==> src/sv/tvf_pkg.sv <==
`timescale 1ns / 1ps
`default_nettype none

package tvf_pkg;

  localparam int POS_W    = 32;
  localparam int DIST_W   = 32;
  localparam int SPC_W    = 25;
  localparam int LIM_W    = 35;
  localparam int B_W      = 24;
  localparam int NODE_W   = 3 * B_W;
  localparam int FRAC_W   = 16;
  localparam int WGT_W    = FRAC_W + 1;
  localparam int STORE_AW = 15;
  localparam int STORE_DEPTH = 1 << STORE_AW;
  localparam int CFG_IW   = 3;

  localparam logic [SPC_W-1:0] SPACING_RESET = SPC_W'(256);

  // Register indexes of the configuration port.
  localparam logic [CFG_IW-1:0] REG_ORIGIN_X  = 3'd0;
  localparam logic [CFG_IW-1:0] REG_ORIGIN_Y  = 3'd1;
  localparam logic [CFG_IW-1:0] REG_ORIGIN_Z  = 3'd2;
  localparam logic [CFG_IW-1:0] REG_SPACING_X = 3'd3;
  localparam logic [CFG_IW-1:0] REG_SPACING_Y = 3'd4;
  localparam logic [CFG_IW-1:0] REG_SPACING_Z = 3'd5;

  localparam logic ACT_LOAD  = 1'b0;
  localparam logic ACT_QUERY = 1'b1;

  typedef logic [2:0][SPC_W-1:0] spacing_t;

  // One classified item as it waits between front and back.
  typedef struct packed {
    logic                       action;
    logic                       in_grid;
    logic [2:0][DIST_W-1:0]     offs;
    logic [STORE_AW-1:0]        node_index;
    logic [NODE_W-1:0]          node_b;
  } fq_t;

endpackage

`default_nettype wire

==> src/sv/tvf_front.sv <==
`timescale 1ns / 1ps
`default_nettype none

module tvf_front #(
  parameter int GRID_X = 32,
  parameter int GRID_Y = 32,
  parameter int GRID_Z = 32
) (
  input  wire logic                        clk,
  input  wire logic                        rst,
  input  wire logic                        start,
  output logic                             busy,
  input  wire logic                        action,
  input  wire logic [tvf_pkg::POS_W-1:0]   pos_x,
  input  wire logic [tvf_pkg::POS_W-1:0]   pos_y,
  input  wire logic [tvf_pkg::POS_W-1:0]   pos_z,
  input  wire logic [tvf_pkg::STORE_AW-1:0] node_index,
  input  wire logic [tvf_pkg::B_W-1:0]     node_bx,
  input  wire logic [tvf_pkg::B_W-1:0]     node_by,
  input  wire logic [tvf_pkg::B_W-1:0]     node_bz,
  input  wire logic                        cfg_valid,
  input  wire logic [tvf_pkg::CFG_IW-1:0]  cfg_index,
  input  wire logic [tvf_pkg::POS_W-1:0]   cfg_data,
  output tvf_pkg::spacing_t                spacing_eff,
  output tvf_pkg::fq_t                     head,
  output logic                             head_valid,
  input  wire logic                        pop
);

  import tvf_pkg::*;

  logic [2:0][POS_W-1:0] pos_v;
  logic [2:0][POS_W-1:0] origin;
  logic [2:0][SPC_W-1:0] spacing;
  logic [2:0][LIM_W-1:0] lim;
  logic [2:0][POS_W:0]   diff;
  logic [2:0]            in_ax;
  fq_t                   ent_in;
  fq_t                   ent [2];
  logic                  wptr;
  logic                  rptr;
  logic [1:0]            cnt;
  logic                  push;

  assign pos_v[0] = pos_x;
  assign pos_v[1] = pos_y;
  assign pos_v[2] = pos_z;

  for (genvar a = 0; a < 3; a++) begin : g_axis
    localparam int NA = (a == 0) ? GRID_X : ((a == 1) ? GRID_Y : GRID_Z);

    // A spacing of zero behaves as one.
    assign spacing_eff[a] = (spacing[a] == '0) ? SPC_W'(1) : spacing[a];
    assign diff[a] = {pos_v[a][POS_W-1], pos_v[a]} - {origin[a][POS_W-1], origin[a]};
    assign in_ax[a] = !diff[a][POS_W] && (LIM_W'(diff[a][DIST_W-1:0]) <= lim[a]);

    // Upper bound of the grid along this axis, following the spacing at once.
    assign lim[a] = LIM_W'(NA - 1) * LIM_W'(spacing_eff[a]);

    assign ent_in.offs[a] = diff[a][DIST_W-1:0];
  end

  assign ent_in.action     = action;
  assign ent_in.in_grid    = &in_ax;
  assign ent_in.node_index = node_index;
  assign ent_in.node_b     = {node_bx, node_by, node_bz};

  always_ff @(posedge clk) begin
    if (rst) begin
      origin  <= '0;
      spacing <= {3{SPACING_RESET}};
    end else if (cfg_valid) begin
      unique case (cfg_index)
        REG_ORIGIN_X:  origin[0]  <= cfg_data;
        REG_ORIGIN_Y:  origin[1]  <= cfg_data;
        REG_ORIGIN_Z:  origin[2]  <= cfg_data;
        REG_SPACING_X: spacing[0] <= cfg_data[SPC_W-1:0];
        REG_SPACING_Y: spacing[1] <= cfg_data[SPC_W-1:0];
        REG_SPACING_Z: spacing[2] <= cfg_data[SPC_W-1:0];
        default: ;
      endcase
    end
  end

  assign busy       = (cnt == 2'd2);
  assign push       = start && !busy;
  assign head_valid = (cnt != 2'd0);
  assign head       = ent[rptr];

  always_ff @(posedge clk) begin
    if (push) begin
      ent[wptr] <= ent_in;
    end
  end

  always_ff @(posedge clk) begin
    if (rst) begin
      cnt  <= '0;
      wptr <= 1'b0;
      rptr <= 1'b0;
    end else begin
      if (push) begin
        wptr <= ~wptr;
      end
      if (pop && head_valid) begin
        rptr <= ~rptr;
      end
      cnt <= cnt + 2'(push) - 2'(pop && head_valid);
    end
  end

endmodule

`default_nettype wire

==> config.mk <==
export PLATFORM = sky130hd
export DESIGN_NAME = tvf_front
export DESIGN_NICKNAME = d
export VERILOG_FILES = /design/src/sv/tvf_pkg.sv /design/src/sv/tvf_front.sv
export SDC_FILE = /design/constraint.sdc
export NUM_CORES = 2
export LEC_CHECK = 0
export ABC_AREA = 0
export BUFFER_PORTS_ARGS = -buffer_cell sky130_fd_sc_hd__buf_2
export CAP_MARGIN = 20
export CORE_MARGIN = 3
export CORE_UTILIZATION = 59
export DETAILED_ROUTE_END_ITERATION = 12
export GPL_ROUTABILITY_DRIVEN = 0
export PLACE_DENSITY = 0.86
export SYNTH_ARGS = -nofsm -noshare
export SYNTH_HDL_FRONTEND = slang
export SYNTH_SLANG_ARGS = --single-unit
==> constraint.sdc <==
create_clock -name clk -period 11.84 [get_ports clk]
set_input_delay 1.184 -clock clk [delete_from_list [all_inputs] [get_ports clk]]
set_output_delay 1.184 -clock clk [all_outputs]
set_load 0.1 [all_outputs]
; Word-level counts from Yosys, hierarchy flattened
; Memories as Yosys holds them, arrays and structs flattened. A register that Yosys moved wholly into a read port is not among the register bits.
; Index checks and enable logic that the tools add are counted.
[totals]
regBits = 175
ramBits = 370
wordCells = 57
mem_count = 1
[classes]
add_sub_neg = 5
mul = 3
order_cmp = 3
eq_ne = 6
mux = 7
n_bitwise = 2
reduce_logical = 21
[memory_table]
columns = name, words, width, rd, rd_ports_with_merged_regs, wr, line
row1 = ent, 2, 185, 1, 1, 1, tvf_front.sv:39  ; fq_t ent [2];
[op_table]
columns = operator, count
row1 = subtractor 32 x 32 -> 33 bit, 3
row2 = <= comparator 32 x 30 -> 1 bit, 3
row3 = "multiplier 5 x 25 -> 30 bit, first input constant", 3
row4 = logical NOT 25 bit, 3
row5 = two-way mux 25 bit, 3
row6 = AND reduction 2 bit, 6
row7 = "equality test 3 x 2 -> 1 bit, second input constant", 2
row8 = "equality test 3 bit, second input constant", 2
row9 = logical AND 1 bit, 5
row10 = logical NOT 1 bit, 4
row11 = two-way mux 1 bit, 4
row12 = "equality test 3 x 1 -> 1 bit, second input constant", 1
row13 = logical NOT 3 bit, 1
row14 = AND reduction 3 bit, 1
row15 = adder 2 x 1 -> 2 bit, 1
row16 = "equality test 2 bit, second input constant", 1
row17 = inverter 1 bit, 2
row18 = nonzero test 2 bit, 1
row19 = subtractor 2 x 1 -> 2 bit, 1

; Depth between registers and ports, before layout
[depth]
word_depth = 6
mapped_depth = 31
ltp_nobuf = 31

; Least setup slack after synthesis
; OpenSTA, ideal clock, no wires.
[synth_timing]
path_type = input to register
start = input start
end = memory ent[0][0] in the netlist's numbering, enable pin
setup_ns = 0.733
t_arrival_ns = 8.948
t_required_ns = 11.107
setup_slack_ns = 2.159
stages = 2
n_path_buf = 0
path_cell_list = nand2_1 -> nor2_1
[synth_between]
elab_chain_cells = 3
[synth_rtl]
columns = element, line
row1 = from (decl), tvf_front.sv:11  ; input wire logic start,
row2 = logical AND 1 bit, tvf_front.sv:86  ; assign push = start && !busy;
row3 = two-way mux 1 bit, tvf_front.sv:91  ; if (push) begin
row4 = two-way mux 1 bit (not written as such), tvf_front.sv:92  ; ent[wptr] <= ent_in;
row5 = to (decl), tvf_front.sv:39
; No other way between the ends.

==> impl_metrics.env <==
export IMPL_ctsResizeCount=0
export IMPL_regArea_um2=14640
export IMPL_wire_per_inst_um=21.04
export IMPL_seq_area_frac_synth=0.4063
export IMPL_setup_violations=0
export IMPL_ys_top_cells_by_count="484 x inv_1, 432 x nand2_1, 370 x edfxtp_1"
export IMPL_clk_pin_slew_ns=0.07
export IMPL_fmax_mhz=118.1
export IMPL_synthFlopType="edfxtp_1"
export IMPL_hold_path_class="reg -> reg"
export IMPL_avgSynthCellArea_um2=10.33
export IMPL_nFillCells=4319
export IMPL_ctsRootBufferMaster="clkbuf_16"
export IMPL_synth_top_area_frac=0.3085
export IMPL_cts_buffer_depth=3
export IMPL_reg2reg_depth=31
export IMPL_vias=27390
export IMPL_layout_min_cycle_time_ns=8.470
export IMPL_finalWirelength_mm=99.29
export IMPL_slew_violations=0
export IMPL_numClockSinks=546
export IMPL_yosys_area_top_type="edfxtp_1"
export IMPL_first_global_vias=26520
export IMPL_grt_max_degree=96
export IMPL_skew_ns=0.03393
export IMPL_cp_max_fo=9
export IMPL_drtAntennaViolNets=0
export IMPL_antenna_found_initial=6
export IMPL_worst_slew_pin_slew_ns=1.036
export IMPL_grt_overflow=0
export IMPL_min_to="origin[3]"
export IMPL_syn_inst=3487
export IMPL_crit_path_start_kind="flip-flop"
export IMPL_drive_gt1_frac=0.2022
export IMPL_fin_nets=4623
export IMPL_worst_ep_required_time_ns=12.28
export IMPL_whs_ns=0.4513
export IMPL_hold_depth=2
export IMPL_slowest_delay_ns=0.55
export IMPL_dieWidth_um=253.1
export IMPL_status="complete, no violations"
export IMPL_synth_edf_count=370
export IMPL_yosysMostFrequentCell="inv_1"
export IMPL_placed_area_um2=38970
export IMPL_viasPerCell=5.803
export IMPL_core_area_um2=59690
export IMPL_postCtsHoldBufs=0
export IMPL_yosysWarnings=0
export IMPL_synth_seq_cells=546
export IMPL_rsz0062_at_grt="no"
export IMPL_crit_path_top_delay_cell="fa_1"
export IMPL_r2r_start="spacing[49]"
export IMPL_grt_pass1_wl_mm=149.2
export IMPL_wl_met3_mm=10.44
export IMPL_die_height_um=253.1
export IMPL_cts_tree="yes"
export IMPL_hold_violations=0
export IMPL_die_area_um2=64050
export IMPL_dpl_hpwl_mm=76.36
export IMPL_cap_viol_max_count=0
export IMPL_initial_core_util=0.6034
export IMPL_power_density_nw_per_um2=181.2
export IMPL_p_total_uw=7424
export IMPL_worstSetupEndpointType="flip-flop"
export IMPL_synthArstFlopShare=0
export IMPL_drtIter0Drc=2434
export IMPL_hold_start="origin[3]"
export IMPL_ir_drop_uv=173.4
export IMPL_crit_arrival_ns=8.91
export IMPL_wirelength_met1_mm=38.82
export IMPL_grt_util_all_layers=0.3042
export IMPL_crit_family="compound AO/OA/AOI/OAI gates"
export IMPL_multiInputGateArea_um2=19010
export IMPL_r2r_end="ent[0][183]"
export IMPL_h_tree_depth=2
export IMPL_clock_latency_ns=0.63
export IMPL_rrSetupSlack_ns=3.37
export IMPL_cts_setup_buffers=0
export IMPL_numPortBuffers=485
export IMPL_fin_crit_sh=0.7153
export IMPL_wl_met2_mm=44.77
export IMPL_drc=0
export IMPL_ios=486
export IMPL_worstSetupPathType="reg -> reg"
export IMPL_fin_setup_tns_ns=0
export IMPL_drt_pass1_iterations=6
export IMPL_cts_buffers=56
export IMPL_max_slew_margin=0.3074
export IMPL_fin_area_um2=40960
export IMPL_synth_nets=4217
export IMPL_placementRows=89
export IMPL_synth_top_cells_by_area="edfxtp_1 31%, fa_1 12%, ha_1 10%, dfxtp_1 9.8%, mux2_2 5.8%"
export IMPL_highest_layer="met5"
export IMPL_worst_path_buf_inv=2
export IMPL_leakage_uw=0.01766
export IMPL_ys_types=72
export IMPL_synth_area_um2=36020
export IMPL_area_growth_pct=13.74
==> registers in the layout (all words and copies together), names as in the netlist, named ones only <==
name and count:
ent 370, spacing 75, rptr 1, cnt 2, wptr 1, origin 96
==> cells in the final DEF (no fill, tap or decap), types with 23 or more instances in the layout <==
cell type  instances
nand2_1          432
fa_1             207
buf_2            484
xor2_1            58
o21a_1            26
nand2b_1          26
nand3_1           28
xnor2_1          102
nor4_1            23
clkbuf_16         57
inv_1            484
o21bai_1          25
nand4_1           32
nor2b_1           33
and3_1            24
o21ai_0          100
mux2_2           185
ha_1             299
a21o_1            83
dfxtp_1          175
nor3_1            37
nor2_1            88
a21oi_1          330
edfxtp_1         370
==> kinds of logic (layout without fill, tap and decap cells) <==
| logic type | after synthesis | after routing | synth area share |
|---|---|---|---|
| compound gates | 678 | 678 | 0.1138 |
| xor+xnor | 160 | 160 | 0.03891 |
| fa+ha+maj | 506 | 506 | 0.2189 |
| buf+inv | 636 | 1090 | 0.06628 |
| flops | 546 | 546 | 0.4063 |
| mux | 186 | 186 | 0.05812 |
| other cells | 0 | 6 | 0 |
| simple gates | 775 | 775 | 0.09769 |
==> power breakdown <==
part           internal (uW)  leakage, uW  switching [uW]
combinational            691       0.0118            2460
sequential              2310      0.00488            87.1
clock                   1110     0.000969             767
total                   4110       0.0177            3320
==> area by class of cell <==
cell class	count	share of cell area
diodes	6	0.0003665
inverters	484	0.04435
flip-flops and latches	546	0.3573
clock inverters	32	0.009713
well taps	773	0.02361
repair buffers	500	0.06246
clock buffers	74	0.03809
multi-input cells	2305	0.4641
==> worst max path at each step <==
| stage | startpoint | end | slack [ns] | cells after the start |
|---|---|---|---|---|
| finish | spacing[49] | ent[0][183] | 3.37 | 31 |
| global route | spacing[49] | ent[0][183] | 2.88 | 31 |
| CTS | spacing[49] | ent[0][183] | 3.38 | 31 |
| detailed placement | spacing[49] | ent[1][183] | 3.40 | 31 |
| global placement | spacing[49] | ent[0][183] | 3.67 | 31 |
| floorplan | start | ent[0][0] | 2.16 | 2 |
==> stage by stage <==
step                      utilization  cells  setup WS, ns
after floorplan                     -   3487         2.159
after CTS                      0.6857   4713         3.378
final                          0.6863   4720         3.370
after global placement         0.6529   4607         3.674
after detailed placement       0.6529   4607         3.398
after global routing           0.6861   4715         2.878
==> metal layers <==
| layer | GRT usage | vias to the layer above |
|---|---|---|
| met4 | 0.1361 | 8 |
| met1 | 0.3970 | 13130 |
| li1 | - | 12740 |
| met5 | 0 | - |
| met3 | 0.07344 | 243 |
| met2 | 0.4851 | 1265 |
==> worst register-to-register path: cells and delay by family (launching register included) <==
family                   cells  cell delay (ns)
adder cells (fa/ha/maj)      5             2.17
buffers and inverters        2             0.15
flip-flops                   1             0.42
AO/OA/AOI/OAI               13             3.20
XOR/XNOR                     1             0.11
AND/OR/NAND/NOR             10             2.25
Note: power is estimated with default switching activity, not from simulation.
